File: config.mk
export PLATFORM = sky130hd
export DESIGN_NAME = i2c_rtc_transfer_sequencer
export DESIGN_NICKNAME = d
export VERILOG_FILES = /design/src/hdl/i2crtc_pkg.sv /design/src/hdl/i2c_rtc_transfer_sequencer.sv /design/src/hdl/i2crtc_front.sv /design/src/hdl/i2crtc_back.sv
export SDC_FILE = /design/constraint.sdc
export NUM_CORES = 1
export LEC_CHECK = 0
export BUFFER_PORTS_ARGS = -buffer_cell sky130_fd_sc_hd__buf_2
export CORE_UTILIZATION = 40
export DETAILED_ROUTE_END_ITERATION = 8
export GPL_TIMING_DRIVEN = 1
export PLACE_DENSITY = 0.68
export SLEW_MARGIN = 20
export SYNTH_ARGS = -nofsm -noshare
export SYNTH_HDL_FRONTEND = slang
export SYNTH_SLANG_ARGS = --single-unit
File: constraint.sdc
create_clock -name i_clk -period 6.8 [get_ports i_clk]
set_clock_uncertainty 0.1 [all_clocks]
set_input_delay 0 -clock i_clk [delete_from_list [all_inputs] [get_ports i_clk]]
set_output_delay 0 -clock i_clk [all_outputs]
set_load 0.05 [all_outputs]
File: src/hdl/i2crtc_pkg.sv
// ----------------------------------------------------------------------------
// I2C RTC sequencer package
// Shared types, codes and constants of the I2C clock-chip transfer sequencer.
// ----------------------------------------------------------------------------
`default_nettype none

package i2crtc_pkg;

    // Number of set-up bytes sent in a write transfer and bytes in a read frame.
    localparam int INIT_COUNT  = 8;
    localparam int FRAME_BYTES = 7;
    localparam int FRAME_BITS  = 56;
    localparam int STORE_DEPTH = 7;

    // Reset values of the configuration registers.
    localparam logic [6:0]  DEV_ADDR_RST   = 7'd104;
    localparam logic [63:0] INIT_BYTES_RST = 64'd1159977092248977408;

    // Configuration register indexes.
    localparam logic CFG_DEV_ADDR   = 1'b0;
    localparam logic CFG_INIT_BYTES = 1'b1;

    // Request types.
    localparam logic [1:0] REQ_BEGIN_WR = 2'd0;
    localparam logic [1:0] REQ_BEGIN_RD = 2'd1;
    localparam logic [1:0] REQ_RESTART  = 2'd2;
    localparam logic [1:0] REQ_STATUS   = 2'd3;

    // Two-wire controller status codes.
    localparam logic [7:0] ST_START     = 8'h08;
    localparam logic [7:0] ST_RESTART   = 8'h10;
    localparam logic [7:0] ST_SLAW_ACK  = 8'h18;
    localparam logic [7:0] ST_SLAW_NACK = 8'h20;
    localparam logic [7:0] ST_DATA_ACK  = 8'h28;
    localparam logic [7:0] ST_DATA_NACK = 8'h30;
    localparam logic [7:0] ST_SLAR_ACK  = 8'h40;
    localparam logic [7:0] ST_SLAR_NACK = 8'h48;
    localparam logic [7:0] ST_RX_ACK    = 8'h50;
    localparam logic [7:0] ST_RX_NACK   = 8'h58;
    localparam logic [7:0] PTR_ZERO     = 8'h00;

    // Classified operation handed from the front end to the back end.
    typedef enum logic [3:0] {
        OP_BEGIN_WR,
        OP_BEGIN_RD,
        OP_RESTART,
        OP_ADDR,
        OP_PTR,
        OP_STOP,
        OP_TX_NEXT,
        OP_ACK,
        OP_RX_ACK,
        OP_RX_LAST,
        OP_NONE
    } t_op;

    // Action codes for the bus controller.
    typedef enum logic [2:0] {
        ACT_NONE  = 3'd0,
        ACT_SEND  = 3'd1,
        ACT_STOP  = 3'd2,
        ACT_ACK   = 3'd3,
        ACT_NACK  = 3'd4,
        ACT_START = 3'd5
    } t_action;

    typedef struct packed {
        t_op        op;
        logic [7:0] rx_byte;
    } t_cmd;

    typedef struct packed {
        t_action                 action;
        logic [7:0]              tx_byte;
        logic                    done_res;
        logic [FRAME_BITS-1:0]   frame;
    } t_res;

endpackage

`default_nettype wire

File: src/hdl/i2c_rtc_transfer_sequencer.sv
// Path: a request is registered in the front end's command queue, then executed
//   by the back end and registered in its result queue before it reaches the output
//   ports; a full result queue holds it in the command queue.
// Throughput: one request per cycle while neither queue is full.
// Reset: synchronous, active low; empties both queues, clears the sequencing
//   state and restores the register defaults. The receive store is not cleared.
// ----------------------------------------------------------------------------
// I2C RTC transfer sequencer
// Turns requests and two-wire controller status events into bus actions for
// writing set-up bytes to a real-time clock chip and reading back its frame.
// ----------------------------------------------------------------------------
`default_nettype none

module i2c_rtc_transfer_sequencer (
    input  wire          i_clk,
    input  wire          i_rst_n,
    // Configuration write port: index 0 is the device address, 1 the set-up bytes.
    input  wire          i_cfg_we,
    input  wire          i_cfg_index,
    input  wire  [63:0]  i_cfg_data,
    // Request side, a queue write port.
    input  wire          push,
    output logic         full,
    input  wire  [1:0]   i_req_type,
    input  wire  [7:0]   i_status_code,
    input  wire  [7:0]   i_rx_byte,
    // Result side, a queue read port.
    output logic         empty,
    input  wire          pop,
    output logic [2:0]   o_action,
    output logic [7:0]   o_tx_byte,
    output logic         o_done_res,
    output logic [55:0]  o_frame
);
    import i2crtc_pkg::*;

    logic cmd_valid;
    logic cmd_pop;
    t_cmd cmd;
    t_res res;

    // The front end decodes each request into an operation the moment it is
    // transferred in, so the back end never looks at raw status codes.
    i2crtc_front u_front (
        .i_clk         (i_clk),
        .i_rst_n       (i_rst_n),
        .i_push        (push),
        .o_full        (full),
        .i_req_type    (i_req_type),
        .i_status_code (i_status_code),
        .i_rx_byte     (i_rx_byte),
        .o_cmd_valid   (cmd_valid),
        .o_cmd         (cmd),
        .i_cmd_pop     (cmd_pop)
    );

    // The back end runs one operation per cycle whenever its result queue has
    // room, updating the transfer state and pushing exactly one result.
    i2crtc_back u_back (
        .i_clk       (i_clk),
        .i_rst_n     (i_rst_n),
        .i_cfg_we    (i_cfg_we),
        .i_cfg_index (i_cfg_index),
        .i_cfg_data  (i_cfg_data),
        .i_cmd_valid (cmd_valid),
        .i_cmd       (cmd),
        .o_cmd_pop   (cmd_pop),
        .o_empty     (empty),
        .o_res       (res),
        .i_pop       (pop)
    );

    assign o_action   = res.action;
    assign o_tx_byte  = res.tx_byte;
    assign o_done_res = res.done_res;
    assign o_frame    = res.frame;

endmodule

`default_nettype wire

File: src/hdl/i2crtc_front.sv
// ----------------------------------------------------------------------------
// I2C RTC sequencer front end
// Classifies request items into operations and buffers them in a two-entry
// command queue ahead of the back end.
// ----------------------------------------------------------------------------
`default_nettype none

module i2crtc_front (
    input  wire                i_clk,
    input  wire                i_rst_n,
    input  wire                i_push,
    output logic               o_full,
    input  wire  [1:0]         i_req_type,
    input  wire  [7:0]         i_status_code,
    input  wire  [7:0]         i_rx_byte,
    output logic               o_cmd_valid,
    output i2crtc_pkg::t_cmd   o_cmd,
    input  wire                i_cmd_pop
);
    import i2crtc_pkg::*;

    t_cmd       r_q [2];
    logic       r_wr_ptr, n_wr_ptr;
    logic       r_rd_ptr, n_rd_ptr;
    logic [1:0] r_count, n_count;
    t_op        op;
    logic       wr_en;
    logic       rd_en;

    // Map the request into a single operation code.
    always_comb begin
        unique case (i_req_type)
            REQ_BEGIN_WR: op = OP_BEGIN_WR;
            REQ_BEGIN_RD: op = OP_BEGIN_RD;
            REQ_RESTART:  op = OP_RESTART;
            REQ_STATUS: begin
                unique case (i_status_code)
                    ST_START, ST_RESTART:                   op = OP_ADDR;
                    ST_SLAW_ACK:                            op = OP_PTR;
                    ST_SLAW_NACK, ST_DATA_NACK, ST_SLAR_NACK: op = OP_STOP;
                    ST_DATA_ACK:                            op = OP_TX_NEXT;
                    ST_SLAR_ACK:                            op = OP_ACK;
                    ST_RX_ACK:                              op = OP_RX_ACK;
                    ST_RX_NACK:                             op = OP_RX_LAST;
                    default:                                op = OP_NONE;
                endcase
            end
            default: op = OP_NONE;
        endcase
    end

    assign o_full      = (r_count == 2'd2);
    assign o_cmd_valid = (r_count != 2'd0);
    assign o_cmd       = r_q[r_rd_ptr];
    assign wr_en       = i_push && !o_full;
    assign rd_en       = i_cmd_pop && o_cmd_valid;

    always_comb begin
        n_wr_ptr = wr_en ? ~r_wr_ptr : r_wr_ptr;
        n_rd_ptr = rd_en ? ~r_rd_ptr : r_rd_ptr;
        n_count  = r_count + {1'b0, wr_en} - {1'b0, rd_en};
    end

    always_ff @(posedge i_clk) begin
        if (!i_rst_n) begin
            r_wr_ptr <= 1'b0;
            r_rd_ptr <= 1'b0;
            r_count  <= 2'd0;
        end else begin
            r_wr_ptr <= n_wr_ptr;
            r_rd_ptr <= n_rd_ptr;
            r_count  <= n_count;
        end
    end

    always_ff @(posedge i_clk) begin
        if (wr_en) begin
            r_q[r_wr_ptr] <= '{op: op, rx_byte: i_rx_byte};
        end
    end

endmodule

`default_nettype wire

File: src/hdl/i2crtc_back.sv
// ----------------------------------------------------------------------------
// I2C RTC sequencer back end
// Carries out classified operations against the transfer state, holds the
// configuration registers and the receive store, and queues the results.
// ----------------------------------------------------------------------------
`default_nettype none

module i2crtc_back (
    input  wire                i_clk,
    input  wire                i_rst_n,
    input  wire                i_cfg_we,
    input  wire                i_cfg_index,
    input  wire  [63:0]        i_cfg_data,
    input  wire                i_cmd_valid,
    input  wire  i2crtc_pkg::t_cmd i_cmd,
    output logic               o_cmd_pop,
    output logic               o_empty,
    output i2crtc_pkg::t_res   o_res,
    input  wire                i_pop
);
    import i2crtc_pkg::*;

    logic [6:0]  r_dev_addr;
    logic [63:0] r_init_bytes;

    logic        r_read_phase, n_read_phase;
    logic        r_addr_step, n_addr_step;
    logic [3:0]  r_init_count, n_init_count;
    logic [2:0]  r_rx_count, n_rx_count;
    logic [7:0]  r_rx_store [STORE_DEPTH];

    t_res        r_q [2];
    logic        r_wr_ptr, r_rd_ptr;
    logic [1:0]  r_count;

    logic        exec;
    logic        rd_en;
    logic        store_ok;
    logic        store_en;
    t_res        res;
    logic [FRAME_BITS-1:0] frame;

    assign exec      = i_cmd_valid && (r_count != 2'd2);
    assign o_cmd_pop = exec;
    assign o_empty   = (r_count == 2'd0);
    assign o_res     = r_q[r_rd_ptr];
    assign rd_en     = i_pop && !o_empty;

    // A received byte is kept only while the frame still has room.
    assign store_ok = ({1'b0, r_rx_count} < 4'(FRAME_BYTES)) &&
                      ({1'b0, r_rx_count} < 4'(STORE_DEPTH));

    // Frame as seen after the byte of this step has been stored.
    always_comb begin
        frame = '0;
        for (int i = 0; i < STORE_DEPTH; i++) begin
            if (i < FRAME_BYTES) begin
                if (store_ok && (r_rx_count == 3'(i))) begin
                    frame[8*i +: 8] = i_cmd.rx_byte;
                end else begin
                    frame[8*i +: 8] = r_rx_store[i];
                end
            end
        end
    end

    always_comb begin
        n_read_phase = r_read_phase;
        n_addr_step  = r_addr_step;
        n_init_count = r_init_count;
        n_rx_count   = r_rx_count;
        store_en     = 1'b0;
        res          = '{action: ACT_NONE, tx_byte: '0, done_res: 1'b0, frame: '0};
        unique case (i_cmd.op)
            OP_BEGIN_WR: begin
                n_addr_step  = 1'b0;
                n_init_count = '0;
                n_read_phase = 1'b0;
                res.action   = ACT_START;
            end
            OP_BEGIN_RD: begin
                n_addr_step  = 1'b0;
                n_rx_count   = '0;
                n_read_phase = 1'b1;
                res.action   = ACT_START;
            end
            OP_RESTART: res.action = ACT_START;
            OP_ADDR: begin
                res.tx_byte = {r_dev_addr, r_addr_step};
                res.action  = ACT_SEND;
                n_addr_step = 1'b1;
            end
            OP_PTR: begin
                res.tx_byte = PTR_ZERO;
                res.action  = ACT_SEND;
            end
            OP_STOP: res.action = ACT_STOP;
            OP_TX_NEXT: begin
                if (!r_read_phase && (r_init_count < 4'(INIT_COUNT))) begin
                    res.tx_byte  = r_init_bytes[8*r_init_count[2:0] +: 8];
                    res.action   = ACT_SEND;
                    n_init_count = r_init_count + 4'd1;
                end else begin
                    res.action   = ACT_STOP;
                    res.done_res = 1'b1;
                end
            end
            OP_ACK: res.action = ACT_ACK;
            OP_RX_ACK: begin
                res.action = (({1'b0, r_rx_count} + 4'd2) < 4'(FRAME_BYTES)) ?
                             ACT_ACK : ACT_NACK;
                store_en   = store_ok;
                if (store_ok) begin
                    n_rx_count = r_rx_count + 3'd1;
                end
            end
            OP_RX_LAST: begin
                store_en     = store_ok;
                n_rx_count   = '0;
                res.action   = ACT_STOP;
                res.done_res = 1'b1;
                res.frame    = frame;
            end
            OP_NONE: res.action = ACT_NONE;
            default: res.action = ACT_NONE;
        endcase
    end

    always_ff @(posedge i_clk) begin
        if (!i_rst_n) begin
            r_dev_addr   <= DEV_ADDR_RST;
            r_init_bytes <= INIT_BYTES_RST;
        end else if (i_cfg_we) begin
            unique case (i_cfg_index)
                CFG_DEV_ADDR:   r_dev_addr   <= i_cfg_data[6:0];
                CFG_INIT_BYTES: r_init_bytes <= i_cfg_data;
                default:        r_dev_addr   <= r_dev_addr;
            endcase
        end
    end

    always_ff @(posedge i_clk) begin
        if (!i_rst_n) begin
            r_read_phase <= 1'b0;
            r_addr_step  <= 1'b0;
            r_init_count <= '0;
            r_rx_count   <= '0;
        end else if (exec) begin
            r_read_phase <= n_read_phase;
            r_addr_step  <= n_addr_step;
            r_init_count <= n_init_count;
            r_rx_count   <= n_rx_count;
        end
    end

    always_ff @(posedge i_clk) begin
        if (exec && store_en) begin
            r_rx_store[r_rx_count] <= i_cmd.rx_byte;
        end
    end

    // Two-entry result queue.
    always_ff @(posedge i_clk) begin
        if (!i_rst_n) begin
            r_wr_ptr <= 1'b0;
            r_rd_ptr <= 1'b0;
            r_count  <= 2'd0;
        end else begin
            if (exec) begin
                r_wr_ptr <= ~r_wr_ptr;
            end
            if (rd_en) begin
                r_rd_ptr <= ~r_rd_ptr;
            end
            r_count <= r_count + {1'b0, exec} - {1'b0, rd_en};
        end
    end

    always_ff @(posedge i_clk) begin
        if (exec) begin
            r_q[r_wr_ptr] <= res;
        end
    end

endmodule

`default_nettype wire
---- Word level (Yosys, flattened, before mapping) ----
Memories as Yosys holds them, arrays and structs flattened. A register that Yosys moved wholly into a read port is not among the register bits.
Cells that the tools add are included.
word-level totals
  input bits .............................. 88
  memory bits (writable) .................. 216
  bits in registers ....................... 88
  memories kept ........................... 3
operators by class
  bitwise logic cells ..................... 5
  reduce and logical (&&, ||, !) cells .... 39
  multiplexer cells ....................... 34
  add/subtract/negate cells ............... 7
  eq/ne operators ......................... 32
  order comparisons ....................... 3
  shifts and indexed selects .............. 1
memory list
  name               words  bits a word  rd ports  clocked after memory_dff  write ports  line                text
  u_back.r_q         2      68           1         1                         1            i2crtc_back.sv:32   t_res r_q [2];
  u_back.r_rx_store  7      8            7         0                         1            i2crtc_back.sv:30   logic [7:0] r_rx_store [STORE_DEPTH];
  u_front.r_q        2      12           1         1                         1            i2crtc_front.sv:22  t_cmd r_q [2];
operator list
  operator                                              count
  two-way mux 8 bit                                     8
  variable part select 64 x 7 -> 8 bit                  1
  two-way mux 56 bit                                    1
  equality test 8 x 7 -> 1 bit (second input constant)  4
  one-hot mux 4 bit (7 select lines)                    1
  equality test 8 x 6 -> 1 bit (second input constant)  3
  one-hot mux 3 bit (6 select lines)                    1
  equality test 4 x 3 -> 1 bit (second input constant)  4
  equality test 8 x 5 -> 1 bit (second input constant)  2
  one-hot mux 4 bit (4 select lines)                    1
  one-hot mux 8 bit (2 select lines)                    1
  logical AND 1 bit                                     13
  two-way mux 1 bit                                     12
  OR reduction 2 bit                                    6
  nonzero test 2 bit                                    5
  equality test 3 bit (second input constant)           3
  equality test 4 x 2 -> 1 bit (second input constant)  2
  equality test 4 bit (second input constant)           2
  equality test 8 x 4 -> 1 bit (second input constant)  1
  one-hot mux 4 bit (2 select lines)                    1
  AND reduction 2 bit                                   4
  equality test 2 bit (second input constant)           3
  equality test 3 x 2 -> 1 bit (second input constant)  2
  two-way mux 3 bit                                     2
  other kinds (24)                                      38

---- Longest topological paths before layout ----
  depth in word-level cells ............... 6
  gate-level depth with buffers ........... 10
  gate-level depth less buffers ........... 9

---- By module ----
A second synthesis with hierarchy kept.
second synthesis, totals
  cell total of the unflattened synthesis .. 1001
  area, all modules ....................... 12670.9 µm²
modules (own cells, without submodules)
  module        area each (µm²)  seq. area each (µm²)  times used  cells each
  i2crtc_back   11413.4          7467.2                1           911
  i2crtc_front  1257.5           820.8                 1           90

---- Least setup slack after synthesis ----
No wires, ideal clock.
  path type ............................... reg-to-reg
  start point ............................. register u_front.r_count[1]
  end point ............................... memory u_back.r_q[0][0] (netlist name) (enable)
  data arrival time ....................... 3.640 ns
  path buffers ............................ 1
  setup slack ............................. 2.564 ns
  data required time ...................... 6.204 ns
  library setup time ...................... 0.496 ns
  period minus slack after synthesis ...... 4.236 ns
  cell stages (with the launch flop) ...... 5
  cells stage by stage .................... dfxtp_1 > nor2_1 > a21o_1 > clkbuf_1 > nor2_1
between the ends
  cells in the longest elaborated chain, start to end .. 4
RTL lines
  element                                  line                text
  start: declaration                       i2crtc_front.sv:25  logic [1:0] r_count, n_count;
  start signal: assignment                 i2crtc_front.sv:72  r_count <= n_count;
  nonzero test 2 bit                       i2crtc_front.sv:53  assign o_cmd_valid = (r_count != 2'd0);
  logical AND 1 bit                        i2crtc_back.sv:43   assign exec = i_cmd_valid && (r_count != 2'd2);
  two-way mux 1 bit                        i2crtc_back.sv:180  if (exec) begin
  two-way mux 1 bit (not written as such)  i2crtc_back.sv:181  r_q[r_wr_ptr] <= res;
  end: declaration                         i2crtc_back.sv:32
No other way between the ends.

==> results.cfg <==
[routing]
ant_nets = 0
wl_met1_microns = 12600
drt-wirelength-per-cell_microns = 17.8
wl_microns = 29200
drt_iter0_drc = 623
drc_errors = 0
vias_per_cell = 5.18
topRoutingLayerUsed = met4
met2WireLength_microns = 14200
wl_met3_microns = 1600
firstDrtPassIters = 5
via_count = 8494

[critical_path]
path_depth = 4
reg2reg_depth = 4
path_class = reg -> reg
r2r_slack_ps = 3620
cp_max_fo = 20
cp.arrival_ps = 3240
startpoint_type = register
rr_endpoint = u_back.r_rx_store[1][7]
crit_buf_inv = 0
slowest_delay_ps = 940
path_delay_family = flip-flops
crit_chain = mux2_2, a2111o_1, nor4_1, and2_1
cp_data_required_time_ps = 6860
crit_slowest_cell = dfxtp_1
endpoint_kind = register

[clock_network]
post_cts_resized = 0
cts_setup_buffers = 0
clockBufferDepth = 3
h-tree-depth = 2
cts-root-buf = clkbuf_16
clkLatencyLatePin_ps = 520
hold_buffers = 96
cts.sinks = 306
cts_buffers = 34
cts_tree = done
clk_pin_slew_ps = 60

[yosys]
synth-edff-count = 216
synth.net_count = 1082
ys_seq_elements = 306
ys.warnings.count = 0
yosys.cell_types.count = 47
synth_cells = 980
netlist_area_sq_um = 12700
syn_avg_cell_area_sq_um = 12.9
yosysSeqAreaShare = 0.654
synthFlopType = edfxtp_1
ys_async_sr_fraction = 0

[final_layout]
antennaDiodeCount = 0
drive_above_1_share = 0.256
nets = 1323
seq_area_sq_um = 8290
multi_input_area_sq_um = 4080
fin_area_sq_um = 15900
syn_to_final_growth_pct = 25.2
fill_cells = 2613

[timing]
fin_crit_ps = 3180
slew_violations = 0
min_period_over_period = 0.468
setup_tns_ps = 0
rsz0062_at_grt = false
maxSlewHeadroom = 0.291
finalHoldViolCount = 0
setup-violations-final = 0
max_freq_mhz = 314
tightest_slew_ps = 1060

[power]
pwr-share-clk = 0.266
ir_drop_mv = 0.183
netSwitchingPower_mw = 2.47
pwr-share-seq = 0.394
intPower_mw = 4.08
p_comb_frac = 0.340
cellLeakagePower_nw = 5.81
powerDensity_nw_per_um2 = 413
p_sw_frac = 0.377

[hold_path]
hold_path_startpoint = i_rst_n
holdPathStages = 3
hold_path_class = in -> reg
holdPathEnd = u_back.r_init_bytes[60]

[placed_design]
io_buffers = 157
place_area_sq_um = 13800
dp_hpwl_microns = 17300
gp_congestion = 0.815

[floorplan]
fp-row-count = 64
start_util = 0.410
core_sq_um = 30900
die_w_microns = 180
dieArea_sq_um = 32400
dieHeight_microns = 180
ios = 158

[run]
maxCapViolations = 0

[global_route]
grt_max_degree = 87
grt_antenna_before_repair = 0
grt_remaining_overflow = 0
grt_pass1_wl_microns = 45600
grt_usage = 0.178
first_global_vias = 8475

[outcome]
status = finished clean
## sequential cells by signal, summed over array words and instances, names as in the netlist, named ones only
register / flops
u_back.r_init_bytes: 64
u_back.r_addr_step: 1
u_back.r_dev_addr: 7
u_back.r_wr_ptr: 1
u_front.r_q: 24
u_back.r_read_phase: 1
u_front.r_wr_ptr: 1
u_back.r_rx_store: 56
u_front.r_rd_ptr: 1
u_front.r_count: 2
u_back.r_init_count: 4
u_back.r_rx_count: 3
u_back.r_q: 136
u_back.r_rd_ptr: 1
u_back.r_count: 2
## stage by stage
step | instances | setup slack [ps] | power [mW] | hold slack, ps | util
final | 1641 | 3620 | 6.55 | 2.56 | 0.513
after global routing | 1641 | 3420 | 6.83 | 41.4 | 0.513
after CTS | 1641 | 3640 | 6.61 | 3.46 | 0.513
after detailed placement | 1485 | 3670 | 4.82 | 92.5 | 0.447
after global placement | 1485 | 3630 | 4.80 | 90.3 | 0.447
after floorplan | 980 | 2560 | 4.23 | -1.13 | -
## worst register-to-register path, cell delays in order (launching register included)
cell and delay [ps]:
dfxtp_1 940, mux2_2 460, a2111o_1 440, nor4_1 450, and2_1 420
## routing by layer
metal  GRT usage  up-vias
li1            -     4044
met2       0.303      288
met1       0.227     4106
met5           0        -
met3      0.0323       56
met4      0.0653        0
## final cells by class
cell class,count,area share
Tap cell,396,0.0312
Timing Repair Buffer,267,0.117
Multi-Input combinational cell,590,0.257
Clock inverter,23,0.0131
Sequential cell,306,0.522
Inverter,22,0.00520
Clock buffer,37,0.0543
## layout by cell type (no fill, tap or decap), types with 3 or more instances in the layout
cell type      instances
edfxtp_1             216
nand2_1              163
buf_2                157
dlygate4sd3_1         96
dfxtp_1               89
mux2_2                72
nor2_1                64
a21boi_0              57
a211oi_1              56
clkbuf_16             34
inv_1                 22
mux2i_1               20
o21ai_0               19
nand3_1               19
and2_1                18
mux4_2                16
a21oi_1               14
ha_1                  14
buf_4                 14
xnor2_1                8
clkinv_2               8
clkinv_1               7
nor2b_1                5
and3_1                 4
or3_1                  3
nand2b_1               3
nor3_1                 3
clkbuf_1               3
## worst max path at each step
| stage | startpoint | to | slack (ps) |
|---|---|---|---|
| global route | register | u_back.r_rx_store[1][7] | 3420 |
| detailed placement | register | u_back.r_rx_store[1][6] | 3670 |
| CTS | register | u_back.r_rx_store[1][7] | 3640 |
| floorplan | u_front.r_count[1] | u_back.r_q[0][0] | 2560 |
| finish | register | u_back.r_rx_store[1][7] | 3620 |
| global placement | register | u_back.r_rx_store[5][7] | 3630 |
## power by group through the flow
| stage | clock network, mW | registers, mW | logic [mW] |
|---|---|---|---|
| 6_report | 1.74 | 2.58 | 2.23 |
| 3_3_place_gp | 0 | 2.60 | 2.19 |
| 3_5_place_dp | 0 | 2.62 | 2.20 |
| 4_1_cts | 1.78 | 2.58 | 2.25 |
| 5_1_grt | 1.86 | 2.62 | 2.35 |
| 2_1_floorplan | 0 | 2.59 | 1.64 |
## cell usage after synthesis, types with 2 or more instances
cell type / n / area share
or4_1: 2 / 0.0012
or3_1: 3 / 0.0015
clkbuf_1: 36 / 0.011
inv_1: 22 / 0.0065
nor2b_1: 5 / 0.0025
edfxtp_1: 216 / 0.51
o22ai_1: 2 / 0.00099
o31ai_1: 2 / 0.0012
mux4_2: 16 / 0.028
o21a_1: 2 / 0.0012
xnor2_1: 8 / 0.0055
buf_1: 17 / 0.0050
a211oi_1: 56 / 0.033
a21oi_1: 14 / 0.0055
nand2_1: 164 / 0.049
ha_1: 14 / 0.014
dfxtp_1: 90 / 0.14
buf_2: 7 / 0.0028
nor2_1: 66 / 0.020
mux2_2: 72 / 0.064
nand3_1: 19 / 0.0075
buf_6: 2 / 0.0018
and3_1: 4 / 0.0020
a21boi_0: 57 / 0.034
and2_1: 19 / 0.0094
nand2b_1: 3 / 0.0015
mux2i_1: 20 / 0.016
nor4_1: 2 / 0.00099
nor3_1: 3 / 0.0012
a21o_1: 2 / 0.0012
o21ai_0: 19 / 0.0075
## logic make-up after synthesis
group / synth area share
fa+ha+maj: 0.0138
mux: 0.109
compound gates: 0.0917
buf+inv: 0.0267
flops: 0.654
simple gates: 0.0991
xor+xnor: 0.00553
Note: power is estimated with default switching activity, not from simulation.
